==> src/rtl/core/xbf_pkg.sv <==
// Shared types and constants for the XMODEM block framer.
// No dependencies.
package xbf_pkg;

    // operation codes on the input channel
    localparam logic [1:0] OP_DATA = 2'd0;
    localparam logic [1:0] OP_EOF  = 2'd1;
    localparam logic [1:0] OP_PULL = 2'd2;

    localparam logic [7:0]  SOH_BYTE = 8'h01;
    localparam logic [7:0]  EOT_BYTE = 8'h04;
    localparam logic [7:0]  PAD_BYTE = 8'h1A;
    localparam logic [15:0] CRC_POLY = 16'h1021;

    // byte slots of one command: 0..2 header, 3 data/single byte, 4..5 trailer
    localparam int NUM_SLOTS = 6;

    typedef struct packed {
        logic [NUM_SLOTS-1:0]      mask;   // slots that go on the line
        logic                      done;   // last sent slot ends the transfer
        logic [NUM_SLOTS-1:0][7:0] bytes;
    } xbf_cmd_t;

endpackage

==> src/rtl/core/xbf_front.sv <==
// Front end: takes input transactions, tracks block state and CRC/sum,
// and emits at most one byte-slot command per transaction. Depends on xbf_pkg.
module xbf_front
    import xbf_pkg::*;
#(
    parameter int CHUNK_BYTES = 128
) (
    input  logic       aclk,
    input  logic       aresetn,
    input  logic       accept,
    input  logic [1:0] operation,
    input  logic [7:0] data_byte,
    input  logic       use_crc,
    output logic       cmd_push,
    output xbf_cmd_t   cmd
);

    localparam int CNT_W = $clog2(CHUNK_BYTES + 1);

    typedef enum logic [6:0] {
        PH_STREAM   = 7'b0000001,
        PH_PAD      = 7'b0000010,
        PH_TRAIL_HI = 7'b0000100,
        PH_TRAIL_LO = 7'b0001000,
        PH_EOT1     = 7'b0010000,
        PH_EOT2     = 7'b0100000,
        PH_DONE     = 7'b1000000
    } phase_t;

    function automatic logic [15:0] crc_byte(input logic [15:0] c_in, input logic [7:0] b);
        logic [15:0] c;
        c = c_in ^ {b, 8'h00};
        for (int i = 0; i < 8; i++) begin
            c = c[15] ? ({c[14:0], 1'b0} ^ CRC_POLY) : {c[14:0], 1'b0};
        end
        return c;
    endfunction

    phase_t            phase_reg, phase_next;
    logic [7:0]        blk_reg, blk_next;
    logic [CNT_W-1:0]  cnt_reg, cnt_next;
    logic [7:0]        sum_reg, sum_next;
    logic [15:0]       crc_reg, crc_next;

    logic [7:0]        abs_byte;
    logic [7:0]        sum_abs;
    logic [15:0]       crc_abs;
    logic [CNT_W-1:0]  cnt_abs;
    logic              fill;
    logic              close;

    assign abs_byte = (operation == OP_DATA) ? data_byte : PAD_BYTE;
    assign sum_abs  = sum_reg + abs_byte;
    assign crc_abs  = crc_byte(crc_reg, abs_byte);
    assign cnt_abs  = cnt_reg + CNT_W'(1);
    assign fill     = (cnt_abs == CNT_W'(CHUNK_BYTES));

    always_comb begin
        phase_next = phase_reg;
        cnt_next   = cnt_reg;
        sum_next   = sum_reg;
        crc_next   = crc_reg;
        close      = 1'b0;
        cmd        = '0;
        case (operation)
            OP_DATA: begin
                if (phase_reg == PH_STREAM) begin
                    if (cnt_reg == '0) begin
                        cmd.mask[2:0] = 3'b111;
                        cmd.bytes[0]  = SOH_BYTE;
                        cmd.bytes[1]  = blk_reg;
                        cmd.bytes[2]  = ~blk_reg;
                    end
                    cmd.mask[3]  = 1'b1;
                    cmd.bytes[3] = data_byte;
                    if (fill) begin
                        close = 1'b1;
                        if (use_crc) begin
                            cmd.mask[5:4] = 2'b11;
                            cmd.bytes[4]  = crc_abs[15:8];
                            cmd.bytes[5]  = crc_abs[7:0];
                        end else begin
                            cmd.mask[4]  = 1'b1;
                            cmd.bytes[4] = sum_abs;
                        end
                    end else begin
                        cnt_next = cnt_abs;
                        sum_next = sum_abs;
                        crc_next = crc_abs;
                    end
                end
            end
            OP_EOF: begin
                if (phase_reg == PH_STREAM) begin
                    if (cnt_reg == '0) begin
                        cmd.mask[4:3] = 2'b11;
                        cmd.bytes[3]  = EOT_BYTE;
                        cmd.bytes[4]  = EOT_BYTE;
                        cmd.done      = 1'b1;
                        phase_next    = PH_DONE;
                    end else begin
                        phase_next = PH_PAD;
                    end
                end
            end
            OP_PULL: begin
                cmd.mask[3] = (phase_reg != PH_STREAM) && (phase_reg != PH_DONE);
                case (phase_reg)
                    PH_PAD: begin
                        cmd.bytes[3] = PAD_BYTE;
                        cnt_next     = cnt_abs;
                        sum_next     = sum_abs;
                        crc_next     = crc_abs;
                        if (fill) begin
                            phase_next = PH_TRAIL_HI;
                        end
                    end
                    PH_TRAIL_HI: begin
                        if (use_crc) begin
                            cmd.bytes[3] = crc_reg[15:8];
                            phase_next   = PH_TRAIL_LO;
                        end else begin
                            cmd.bytes[3] = sum_reg;
                            close        = 1'b1;
                            phase_next   = PH_EOT1;
                        end
                    end
                    PH_TRAIL_LO: begin
                        cmd.bytes[3] = crc_reg[7:0];
                        close        = 1'b1;
                        phase_next   = PH_EOT1;
                    end
                    PH_EOT1: begin
                        cmd.bytes[3] = EOT_BYTE;
                        phase_next   = PH_EOT2;
                    end
                    PH_EOT2: begin
                        cmd.bytes[3] = EOT_BYTE;
                        cmd.done     = 1'b1;
                        phase_next   = PH_DONE;
                    end
                    default: begin
                    end
                endcase
            end
            default: begin
            end
        endcase
        blk_next = blk_reg;
        if (close) begin
            blk_next = blk_reg + 8'd1;
            cnt_next = '0;
            sum_next = '0;
            crc_next = '0;
        end
    end

    assign cmd_push = accept && (cmd.mask != '0);

    always_ff @(posedge aclk) begin
        if (!aresetn) begin
            phase_reg <= PH_STREAM;
            blk_reg   <= 8'd1;
            cnt_reg   <= '0;
            sum_reg   <= '0;
            crc_reg   <= '0;
        end else if (accept) begin
            phase_reg <= phase_next;
            blk_reg   <= blk_next;
            cnt_reg   <= cnt_next;
            sum_reg   <= sum_next;
            crc_reg   <= crc_next;
        end
    end

endmodule

==> src/rtl/core/xbf_queue.sv <==
// Small command FIFO between front end and serializer.
// Depends on xbf_pkg for the command type.
module xbf_queue
    import xbf_pkg::*;
#(
    parameter int DEPTH = 4
) (
    input  logic     aclk,
    input  logic     aresetn,
    input  logic     push,
    input  xbf_cmd_t push_cmd,
    output logic     full,
    input  logic     pop,
    output xbf_cmd_t head,
    output logic     empty
);

    localparam int PTR_W = (DEPTH > 1) ? $clog2(DEPTH) : 1;
    localparam int CNT_W = $clog2(DEPTH + 1);

    xbf_cmd_t          slots_reg [DEPTH];
    logic [PTR_W-1:0]  wr_ptr_reg, rd_ptr_reg;
    logic [CNT_W-1:0]  count_reg;

    function automatic logic [PTR_W-1:0] ptr_inc(input logic [PTR_W-1:0] p);
        return (p == PTR_W'(DEPTH - 1)) ? '0 : p + PTR_W'(1);
    endfunction

    assign full  = (count_reg == CNT_W'(DEPTH));
    assign empty = (count_reg == '0);
    assign head  = slots_reg[rd_ptr_reg];

    always_ff @(posedge aclk) begin
        if (push) begin
            slots_reg[wr_ptr_reg] <= push_cmd;
        end
    end

    always_ff @(posedge aclk) begin
        if (!aresetn) begin
            wr_ptr_reg <= '0;
            rd_ptr_reg <= '0;
            count_reg  <= '0;
        end else begin
            if (push) begin
                wr_ptr_reg <= ptr_inc(wr_ptr_reg);
            end
            if (pop) begin
                rd_ptr_reg <= ptr_inc(rd_ptr_reg);
            end
            if (push && !pop) begin
                count_reg <= count_reg + CNT_W'(1);
            end else if (pop && !push) begin
                count_reg <= count_reg - CNT_W'(1);
            end
        end
    end

endmodule

==> src/rtl/core/xbf_back.sv <==
// Back end: serializes queued commands into line bytes, one per cycle while
// m_ready does not stall, through a registered output stage. Depends on xbf_pkg.
module xbf_back
    import xbf_pkg::*;
(
    input  logic       aclk,
    input  logic       aresetn,
    input  xbf_cmd_t   head,
    input  logic       q_empty,
    output logic       q_pop,
    output logic       m_valid,
    input  logic       m_ready,
    output logic [7:0] m_frame_byte,
    output logic       m_transfer_done
);

    xbf_cmd_t             cur_reg;
    logic [NUM_SLOTS-1:0] rem_reg, rem_next;
    logic [NUM_SLOTS-1:0] low, rem_left;
    logic [7:0]           sel_byte;
    logic                 emit, emit_last;
    logic                 m_valid_reg;
    logic [7:0]           m_frame_byte_reg;
    logic                 m_transfer_done_reg;

    // lowest pending slot goes out first
    assign low      = rem_reg & (~rem_reg + NUM_SLOTS'(1));
    assign rem_left = rem_reg & ~low;

    always_comb begin
        sel_byte = '0;
        for (int i = 0; i < NUM_SLOTS; i++) begin
            sel_byte = sel_byte | (cur_reg.bytes[i] & {8{low[i]}});
        end
    end

    assign emit      = (rem_reg != '0) && (!m_valid_reg || m_ready);
    assign emit_last = emit && (rem_left == '0);
    assign q_pop     = !q_empty && ((rem_reg == '0) || emit_last);

    always_comb begin
        rem_next = rem_reg;
        if (q_pop) begin
            rem_next = head.mask;
        end else if (emit) begin
            rem_next = rem_left;
        end
    end

    always_ff @(posedge aclk) begin
        if (q_pop) begin
            cur_reg <= head;
        end
        if (emit) begin
            m_frame_byte_reg    <= sel_byte;
            m_transfer_done_reg <= cur_reg.done && (rem_left == '0);
        end
    end

    always_ff @(posedge aclk) begin
        if (!aresetn) begin
            rem_reg     <= '0;
            m_valid_reg <= 1'b0;
        end else begin
            rem_reg <= rem_next;
            if (emit) begin
                m_valid_reg <= 1'b1;
            end else if (m_ready) begin
                m_valid_reg <= 1'b0;
            end
        end
    end

    assign m_valid         = m_valid_reg;
    assign m_frame_byte    = m_frame_byte_reg;
    assign m_transfer_done = m_transfer_done_reg;

endmodule

==> src/rtl/core/xmodem_block_framer_unit.sv <==
// XMODEM sender block framer. Each input transaction carries an operation:
// a file data byte, end of file, or a pull of the next pending flush byte.
// Data bytes go out framed as SOH, block number, its complement, CHUNK_BYTES
// data bytes and a trailer (CRC-16/XMODEM high byte first, or an 8-bit sum,
// selected by the use_crc register at APB offset 0, reset value 1). At end
// of file a partial block is padded with 0x1A one pull at a time, followed
// by its trailer and two EOT bytes; m_transfer_done marks the second EOT.
// Timing: the front end takes one input transaction per clock while the
// QUEUE_DEPTH-entry command queue has room, and one transaction yields up to
// six output bytes. The output serializer sends one byte per clock while
// m_ready does not stall it; the sustained rate is one transaction per cycle
// for one-byte transactions (plain data bytes, pulls) while m_ready is high.
// With the queue idle, the first byte of an accepted transaction passes the
// command queue, the serializer's command register and output register to m_*.
// Depends on xbf_pkg and the xbf_front, xbf_queue and xbf_back modules.
module xmodem_block_framer_unit
    import xbf_pkg::*;
#(
    parameter int CHUNK_BYTES = 128,
    parameter int QUEUE_DEPTH = 4
) (
    input  logic        aclk,
    input  logic        aresetn,
    // input channel
    input  logic        s_valid,
    output logic        s_ready,
    input  logic [1:0]  s_operation,
    input  logic [7:0]  s_data_byte,
    // result channel
    output logic        m_valid,
    input  logic        m_ready,
    output logic [7:0]  m_frame_byte,
    output logic        m_transfer_done,
    // APB configuration port
    input  logic        psel,
    input  logic        penable,
    input  logic        pwrite,
    input  logic [2:0]  paddr,
    input  logic [31:0] pwdata,
    output logic [31:0] prdata,
    output logic        pready
);

    logic     use_crc_reg;
    logic     cfg_wr;
    logic     s_accept;
    logic     cmd_push;
    xbf_cmd_t cmd;
    logic     q_full, q_empty, q_pop;
    xbf_cmd_t q_head;

    // Config register: word 0 bit 0 is use_crc; other words read as zero.
    assign pready = 1'b1;
    assign cfg_wr = psel && penable && pwrite && pready && (paddr[2] == 1'b0);
    assign prdata = (paddr[2] == 1'b0) ? {31'd0, use_crc_reg} : 32'd0;

    always_ff @(posedge aclk) begin
        if (!aresetn) begin
            use_crc_reg <= 1'b1;
        end else if (cfg_wr) begin
            use_crc_reg <= pwdata[0];
        end
    end

    // Every transaction is taken while the queue has room, even ones that
    // produce no bytes; only those with bytes are pushed.
    assign s_ready  = !q_full;
    assign s_accept = s_valid && s_ready;

    xbf_front #(
        .CHUNK_BYTES(CHUNK_BYTES)
    ) u_front (
        .aclk      (aclk),
        .aresetn   (aresetn),
        .accept    (s_accept),
        .operation (s_operation),
        .data_byte (s_data_byte),
        .use_crc   (use_crc_reg),
        .cmd_push  (cmd_push),
        .cmd       (cmd)
    );

    xbf_queue #(
        .DEPTH(QUEUE_DEPTH)
    ) u_queue (
        .aclk     (aclk),
        .aresetn  (aresetn),
        .push     (cmd_push),
        .push_cmd (cmd),
        .full     (q_full),
        .pop      (q_pop),
        .head     (q_head),
        .empty    (q_empty)
    );

    xbf_back u_back (
        .aclk            (aclk),
        .aresetn         (aresetn),
        .head            (q_head),
        .q_empty         (q_empty),
        .q_pop           (q_pop),
        .m_valid         (m_valid),
        .m_ready         (m_ready),
        .m_frame_byte    (m_frame_byte),
        .m_transfer_done (m_transfer_done)
    );

endmodule

==> config.mk <==
export PLATFORM = sky130hd
export DESIGN_NAME = xmodem_block_framer_unit
export DESIGN_NICKNAME = d
export VERILOG_FILES = /design/src/rtl/core/xbf_pkg.sv /design/src/rtl/core/xbf_front.sv /design/src/rtl/core/xbf_queue.sv /design/src/rtl/core/xbf_back.sv /design/src/rtl/core/xmodem_block_framer_unit.sv
export SDC_FILE = /design/constraint.sdc
export NUM_CORES = 1
export LEC_CHECK = 0
export BUFFER_PORTS_ARGS = -buffer_cell sky130_fd_sc_hd__buf_4
export CAP_MARGIN = 20
export CORE_MARGIN = 1.5
export CORE_UTILIZATION = 43
export DETAILED_ROUTE_END_ITERATION = 12
export GPL_ROUTABILITY_DRIVEN = 0
export GPL_TIMING_DRIVEN = 0
export HOLD_SLACK_MARGIN = 0.03
export PLACE_DENSITY_LB_ADDON = 0.3
export SLEW_MARGIN = 10
export SYNTH_ARGS = -nofsm -noshare
export SYNTH_HDL_FRONTEND = slang
export SYNTH_SLANG_ARGS = --single-unit
==> constraint.sdc <==
create_clock -name aclk -period 5.75 [get_ports aclk]
set_input_delay 1.15 -clock aclk [delete_from_list [all_inputs] [get_ports aclk]]
set_output_delay 1.15 -clock aclk [all_outputs]
set_load 0.02 [all_outputs]
== Yosys cells after proc, flatten, opt, wreduce, memory -nomap -nowiden ==
Memories as Yosys holds them, arrays and structs flattened. A register that Yosys moved wholly into a read port is not among the register bits.
Index checks and enable logic that the tools add are counted.
Storage, ports and cells
  memory bits (writable): 220
  output and inout port bits: 44
  bits in registers: 120
  word-level logic and storage cells: 185
  memories: 1
Memory list
  u_queue.slots_reg: words 4, bits a word 55, rd ports 1, clocked after Yosys merged registers in 1, write ports 1, line xbf_queue.sv:21  | xbf_cmd_t slots_reg [DEPTH];
Operators by class
  equal/unequal tests: 20
  $add $sub $neg: 8
  bitwise operators: 26
  muxes and demuxes: 75
  reductions and logical operators: 35
Operator list (number)
  2-to-1 mux 13 bit: 8
  2-to-1 mux 8 bit: 13
  2-to-1 mux 16 bit: 6
  bitwise AND 8 bit: 6
  2-to-1 mux 24 bit: 2
  2-to-1 mux 48 bit: 1
  case mux 8 bit (2 select lines): 3
  OR 8 bit: 5
  case mux 7 bit (5 select lines): 1
  case mux 16 bit (2 select lines): 1
  case mux 8 bit (4 select lines): 1
  inverter 3 bit: 8
  case mux 8 bit (3 select lines): 1
  2-to-1 mux 7 bit: 3
  2-to-1 mux 6 bit: 3
  adder 8 x 1 -> 8 bit, second input constant: 2
  XOR 16 bit: 1
  2-to-1 mux 2 bit: 7
  case mux 7 bit (2 select lines): 1
  2-to-1 mux 1 bit: 13
  bitwise AND 6 bit: 2
  logical AND 1 bit: 12
  logical NOT 6 bit: 2
  2-to-1 mux 3 bit: 4
  39 further kinds: 58

== Longest topological paths before layout ==
Gate-level depths: netlist (run 1).
  depth after elaboration: 23
  mapped depth: 15

== Cells and area by module ==
Synthesis (run 1) repeated with hierarchy kept, for this count alone.
Second synthesis, totals
  cell total of the unflattened synthesis: 970
  area total of the unflattened synthesis: 14918.1 um^2
By module, submodules not included
  xbf_queue: area an instance 8463.1 um^2, instances 1, cells an instance 331, sequential area each 6786.5 um^2
  xbf_front: area an instance 3674.8 um^2, instances 1, cells an instance 447, sequential area each 940.9 um^2
  xbf_back: area an instance 2449.8 um^2, instances 1, cells an instance 150, sequential area each 1881.8 um^2
  xmodem_block_framer_unit: area an instance 330.3 um^2, instances 1, cells an instance 42, sequential area each 20.0 um^2

== Least setup slack after synthesis (run 1) ==
No wires, ideal clock.
  path type: in2reg
  start: in m_ready
  end: reg u_queue.count_reg[2]
  data required time: 5.678 ns
  path slack: 1.307 ns
  setup time: 0.072 ns
  arrival time: 4.371 ns
  stages on the path: 10
  path buffers: 0
  cells stage by stage: nand2b_1 nor2_1 nor3_2 inv_1 ha_1 inv_1 fa_1 xor2_1 or3_1 a21oi_1
On the way
  cells in the longest elaborated chain, start to end: 8
Ends and longest elaborated chain
  from (decl): line xmodem_block_framer_unit.sv:31  | input logic m_ready,
  logical OR 1 bit (*): line xbf_back.sv:37  | assign emit = (rem_reg != '0) && (!m_valid_reg || m_ready);
  logical AND 1 bit (*): line xbf_back.sv:37
  logical AND 1 bit (*): line xbf_back.sv:38  | assign emit_last = emit && (rem_left == '0);
  logical OR 1 bit (*): line xbf_back.sv:39  | assign q_pop = !q_empty && ((rem_reg == '0) || emit_last);
  logical AND 1 bit (*): line xbf_back.sv:39
  via q_pop: line xmodem_block_framer_unit.sv:49  | logic q_full, q_empty, q_pop;
  logical NOT 1 bit: line xbf_queue.sv:51  | if (push && !pop) begin
  logical AND 1 bit: line xbf_queue.sv:51
  2-to-1 mux 3 bit or nonzero test 2 bit (tied branches)
  to (signal assigned): line xbf_queue.sv:52  | count_reg <= count_reg + CNT_W'(1);
  to (signal assigned): line xbf_queue.sv:54  | count_reg <= count_reg - CNT_W'(1);
  to (decl): line xbf_queue.sv:23  | logic [CNT_W-1:0] count_reg;
Mark *: on every way through the listed nets, which the timed path passes. The rest lies on a longest branch.
A chain may end at the register's enable or synchronous reset.

==> results of run 1 <==
## kinds of logic (layout without fill, tap and decap cells)
family / after synthesis / after routing / synth area share (%)
compound gates: 145 / 145 / 8.319
mux: 61 / 61 / 9.168
fa+ha+maj: 24 / 24 / 2.441
buf+inv: 99 / 188 / 3.964
xor+xnor: 36 / 36 / 2.460
simple gates: 231 / 231 / 9.461
other cells: 2 / 32 / 0.05860
flops: 295 / 295 / 64.13
## where the power goes
group | switching [mW] | internal, mW
combinational | 0.895 | 0.612
sequential | 0.140 | 2.75
clock | 0.800 | 1.08
total | 1.83 | 4.44
## final timing paths
kind / slack, ns / to / depth (start not counted)
worst max-delay path: 1.54 / u_queue.slots_reg[0][39]$_DFFE_PP_ / 12
worst min register to register: 0.50 / u_front.crc_reg[14]$_SDFFE_PN0P_ / 1
worst max register to register: 1.88 / u_queue.count_reg[2]$_SDFFE_PN0P_ / 14
worst min-delay path: 0.50 / u_front.crc_reg[14]$_SDFFE_PN0P_ / 1
## through the flow
| step | utilization (%) | worst slack, ns | TNS, ns | power [mW] | instances |
|---|---|---|---|---|---|
| after detailed placement | 46.54 | 0.9849 | 0 | 4.464 | 1346 |
| after global routing | 49.79 | 1.289 | 0 | 6.554 | 1402 |
| final | 49.79 | 1.540 | 0 | 6.276 | 1402 |
| after global placement | 46.27 | -0.1409 | -0.2040 | 4.376 | 1343 |
| after CTS | 49.79 | 1.584 | 0 | 6.335 | 1402 |
| after floorplan | - | 1.307 | 0 | 3.905 | 923 |
## Yosys cell counts, types with 6 or more instances
master	instances	share of area, %
nor2b_1	11	0.54
ha_1	21	2.1
inv_1	24	0.70
and2_1	23	1.1
mux2i_1	15	1.2
dfxtp_1	64	10
o21ai_0	27	1.1
buf_4	32	1.9
and3_1	6	0.29
a22o_1	16	1.1
a22oi_1	6	0.35
a21oi_1	25	0.98
xor2_1	13	0.89
a31oi_1	6	0.29
nand2_1	59	1.7
o2bb2ai_1	13	0.89
nand2b_1	11	0.54
edfxtp_1	231	54
buf_2	7	0.27
buf_1	7	0.21
mux4_2	45	7.9
xnor2_1	23	1.6
nor3_1	8	0.31
nor2_1	50	1.5
clkbuf_1	27	0.79
nand3_1	22	0.86
a222oi_1	7	0.55
## layer usage
layer  GRT usage, %  up-vias
met3          2.403       42
met2          29.81      229
met1          25.61     3725
met5              0        -
met4          4.950        0
li1               -     3548
## cell type report
| type | count | area, um^2 | share of cell area [%] |
|---|---|---|---|
| clock inverters | 11 | 100.1 | 0.6820 |
| inverters | 25 | 93.84 | 0.6393 |
| plain buffers | 74 | 414.1 | 2.822 |
| repair buffers | 33 | 282.8 | 1.927 |
| multi-input cells | 529 | 4224 | 28.78 |
| well taps | 390 | 488.0 | 3.325 |
| clock buffers | 45 | 857.1 | 5.839 |
| flip-flops and latches | 295 | 8218 | 55.99 |
## worst max-delay path, cell delays in order
cell,delay (ns)
buf_4,0.12
inv_1,0.07
ha_1,0.31
clkbuf_1,0.44
and2_1,0.34
ha_1,0.32
and3_1,0.20
a221o_1,0.34
o41ai_1,0.35
xnor2_1,0.22
nor2_1,0.07
a211oi_1,0.56
==> run_results.csv, run 1 <==
group,metric,value,unit
synthesis,synth.avg_cell_area,14.35,um^2
cells_and_area,nets,1063,
cells_and_area,design_area,14680,um^2
detailed_routing,wl_met2,12960,um
cts,cts_tree,"yes",
cts,clock_latency,0.57,ns
global_routing,grt_antenna_before_repair,0,
cts,clk_path_buf_depth,3,
sta,tightest_slew,0.9867,ns
detailed_routing,vias_per_cell,5.381,
die,num_io_pins,96,
detailed_routing,met1_length,12630,um
setup_path,crit_start,"s_operation[0]",
cts,hold_buffers,0,
sta,maxSlewHeadroom,33.97,%
die,start_util,43.47,%
die,die_area,30850,um^2
detailed_routing,drc_errors,0,
detailed_routing,vias,7544,
detailed_routing,wl_met3,1489,um
die,die_x,175.6,um
placement,portBuffers,30,
placement,placed_area,13720,um^2
cells_and_area,diodes,0,
cts,clockRootBuffer,"clkbuf_16",
synthesis,synth_edf_count,231,
status,status,"finished clean",
synthesis,ys.warnings.count,0,
setup_path,cp-end-kind,"register",
sta,fin_skew,0.02685,ns
power_and_ir_drop,ir_drop,283.0,uV
power_and_ir_drop,p_per_area,427.6,nW/um^2
setup_path,start_kind,"primary input",
cts,path_clk_slew,0.06,ns
detailed_routing,drt_wl_total,27640,um
detailed_routing,drtIter0Drc,669,
setup_path,cp_max_fo,10,
cts,cts_made_buffers,30,
setup_path,cp.arrival,4.49,ns
sta,setup_violations,0,
synthesis,synth_flop_cell,"edfxtp_1",
cts,cts.repair.resized,0,
global_routing,grt_pass1_vias,7513,
detailed_routing,wl_per_cell,19.71,um
cells_and_area,syn2layout_area_growth,14.54,%
die,core-area,29480,um^2
cells_and_area,drive_above_1_share,18.18,%
setup_path,crit_required,6.03,ns
synthesis,async_flop_share,0,%
power_and_ir_drop,power_leakage,5.007,nW
synthesis,syn_area,12810,um^2
cts,cts.htree.levels,1,
global_routing,grt_start_max_net_pins,46,
placement,dp_hpwl,18350,um
setup_path,path_class,"primary input to register",
cells_and_area,final_cell_mix,"231 x edfxtp_1, 64 x dfxtp_1, 62 x buf_4",
cells_and_area,layout_commonest_cell,"edfxtp_1",
detailed_routing,ant_nets,0,
sta,whs,0.4993,ns
detailed_routing,first_pass_iters,6,
sta,max_freq,237.5,MHz
synthesis,synth_cell_types,73,
synthesis,ys_ff_latch,295,
cts,cts_setup_buffers,0,
sta,fin_crit_sh,73.22,%
global_routing,track_usage,18.20,%
setup_path,r2r_start,"u_front.cnt_reg[1]$_SDFFE_PN0P_",
cells_and_area,n_fill_cell,2576,
sta,slew_violations,0,
sta,rsz0062_at_grt,"false",
worst_hold_path,hold_class,"register to register",
sta,finalHoldViolations,0,
flow_run,maxCapViolCount,0,
detailed_routing,highest_layer,"met4",
die,die_h,175.6,um
synthesis,synthCells,893,
worst_hold_path,hold_start,"u_front.crc_reg[14]$_SDFFE_PN0P_",
synthesis,seq_area_frac_synth,64.13,%
die,row_count,63,
cells_and_area,largest_register_ffs,180,
sta,layout_min_cycle_time,4.210,ns
cts,clock_sinks,295,
global_routing,grt_overflow,0,
global_routing,grt_pass1_wl,42780,um
No activity file was read; power rests on OpenSTA's default activity.
==> run 2: changes to the inputs <==
clock period = 3.8 ns   (was 5.75 ns; I/O delays follow)
==> run 2 against run 1 <==
- hold slack lost 0.056 ns
- clock power grew 61%
- count of clock-buffer cells in the layout grew 1
- final cell count grew 0.21%
- clock skew shrank 0.012 ns
- sequential share of layout area shrank 0.41 points
- critical endpoint is now u_queue.count_reg[2]$_SDFFE_PN0P_
- flip-flop and latch count is the same
- design area grew 0.75%
- critical path depth grew 1
==> run_results.csv, run 2 (synthesized netlist as in run 1, its figures left out) <==
group,metric,value,unit
cells_and_area,final_cell_mix,"231 x edfxtp_1, 64 x buf_4, 63 x dfxtp_1",
cts,path_clk_slew,0.07,ns
sta,layout_min_cycle_time,3.546,ns
detailed_routing,drt_wl_total,27830,um
cells_and_area,layout_commonest_cell,"edfxtp_1",
detailed_routing,first_pass_iters,6,
setup_path,r2r_start,"u_front.phase_reg[4]$_SDFFE_PN0P_",
cells_and_area,drive_above_1_share,19.31,%
global_routing,grt_pass1_wl,44100,um
power_and_ir_drop,intPower,6.913,mW
setup_path,crit_start,"u_front.phase_reg[4]$_SDFFE_PN0P_",
power_and_ir_drop,switchingPower,2.800,mW
sta,tightest_slew,0.9789,ns
global_routing,grt_antenna_before_repair,0,
power_and_ir_drop,switching_share,28.83,%
global_routing,grt_start_max_net_pins,46,
sta,slew_violations,0,
worst_hold_path,min_path_cells,3,
global_routing,track_usage,18.56,%
setup_path,cp-end-kind,"register",
setup_path,ff2ff_setup_slack,0.25,ns
power_and_ir_drop,pwr-share-comb,23.8,%
detailed_routing,drtIter0Drc,897,
flow_run,maxCapViolCount,0,
sta,max_freq,282.0,MHz
detailed_routing,drc_errors,0,
cts,clk_path_buf_depth,3,
die,die_x,175.6,um
cts,clock_sinks,295,
setup_path,cp.arrival,4.00,ns
die,die_h,175.6,um
sta,rsz0062_at_grt,"false",
worst_hold_path,hold_start,"pwdata[0]",
worst_hold_path,hold_class,"primary input to register",
global_routing,grt_overflow,0,
cts,clock_latency,0.54,ns
global_routing,grt_pass1_vias,7609,
global_routing,grt_use_met3,2.381,%
sta,finalHoldViolations,0,
setup_path,worstRegToRegCells,13,
cts,cts_tree,"yes",
placement,dp_hpwl,18370,um
die,die_area,30850,um^2
power_and_ir_drop,power_leakage,5.054,nW
setup_path,cp_max_fo,9,
die,start_util,43.47,%
detailed_routing,vias,7664,
power_and_ir_drop,power.share.sequential,45.0,%
global_routing,met1_usage,26.64,%
die,row_count,63,
cells_and_area,nets,1066,
detailed_routing,wl_per_cell,19.81,um
cts,hold_buffers,0,
sta,fin_crit_sh,93.31,%
cts,cts_made_buffers,30,
setup_path,path_class,"register to register",
global_routing,busiest_layer,"met2",
sta,layout_setup_ws,0.2542,ns
setup_path,crit_required,4.25,ns
detailed_routing,vias_per_cell,5.455,
cts,clockRootBuffer,"clkbuf_16",
power_and_ir_drop,ir_drop,415.4,uV
placement,portBuffers,30,
cells_and_area,syn2layout_area_growth,15.40,%
sta,fin_skew,0.01523,ns
die,num_io_pins,96,
placement,dp_slack,-0.6069,ns
setup_path,start_kind,"register",
sta,setup_tns,0,ns
cells_and_area,diodes,0,
sta,maxSlewHeadroom,34.74,%
global_routing,use_met2,30.12,%
die,core-area,29480,um^2
cells_and_area,largest_register_ffs,180,
status,status,"finished clean",
cells_and_area,n_fill_cell,2499,
cts,cts.htree.levels,1,
sta,setup_violations,0,
detailed_routing,ant_nets,0,
power_and_ir_drop,p_per_area,656.8,nW/um^2
power_and_ir_drop,power_frac_clock,31.1,%
-- run 2: timing repair --
item                       in CTS  in global routing
pin swaps                       1                  1
setup buffers                   0                  1
resized for setup               1                  6
setup endpoints to repair       5                  9
-- run 2: metal layers --
layer	share of wire, %	vias up
met1	46	3789
met2	47	276
met3	5.7	40
met5	0	-
met4	1.8	0
li1	-	3559
-- run 2: path summary, 6_finish.rpt --
path	to
setup / recovery	u_queue.count_reg[2]$_SDFFE_PN0P_
hold / removal	use_crc_reg$_SDFFE_PN1P_
setup reg to reg	u_queue.count_reg[2]$_SDFFE_PN0P_
hold reg to reg	u_queue.wr_ptr_reg[1]$_SDFFE_PN0P_
-- run 2: final cells by class --
class                           count  area, um^2  share of cell area (%)
Timing Repair Buffer               36       296.5                   2.005
Clock buffer                       46       924.6                   6.253
Multi-Input combinational cell    529        4237                   28.65
Tap cell                          390       488.0                   3.300
Clock inverter                     10       112.6                  0.7615
Buffer                             74       416.7                   2.818
Sequential cell                   295        8219                   55.58
Inverter                           25       93.84                  0.6346
-- run 2: through the flow --
step           util (%)  area [um^2]  power (mW)  instances  hold WS (ns)
4_1_cts           50.07        14760       9.788       1403        0.4246
3_3_place_gp      46.29        13650       6.633       1343        0.4781
2_1_floorplan         -        12930       5.909        923        0.4515
5_1_grt           50.16        14790       10.16       1405        0.4446
3_5_place_dp      46.54        13720       6.772       1347        0.4883
6_report          50.16        14790       9.713       1405        0.4432
-- run 2: critical path, stage by stage, from the launching register on --
cell and delay (ns):
dfxtp_1 0.30, clkbuf_1 0.19, or3_1 0.47, nor2_4 0.29, nand3_1 0.31, a31oi_1 0.23
o21a_1 0.14, buf_2 0.18, ha_1 0.22, inv_1 0.07, fa_1 0.43, xor2_1 0.17
or3_1 0.30, a21oi_1 0.14
-- run 2: power by group through the flow --
stage	clock, mW	combinational [mW]	sequential, mW
finish	3.03	2.31	4.37
global route	3.19	2.55	4.42
CTS	3.07	2.34	4.39
detailed placement	0	2.32	4.45
global placement	0	2.17	4.46
floorplan	0	1.47	4.44
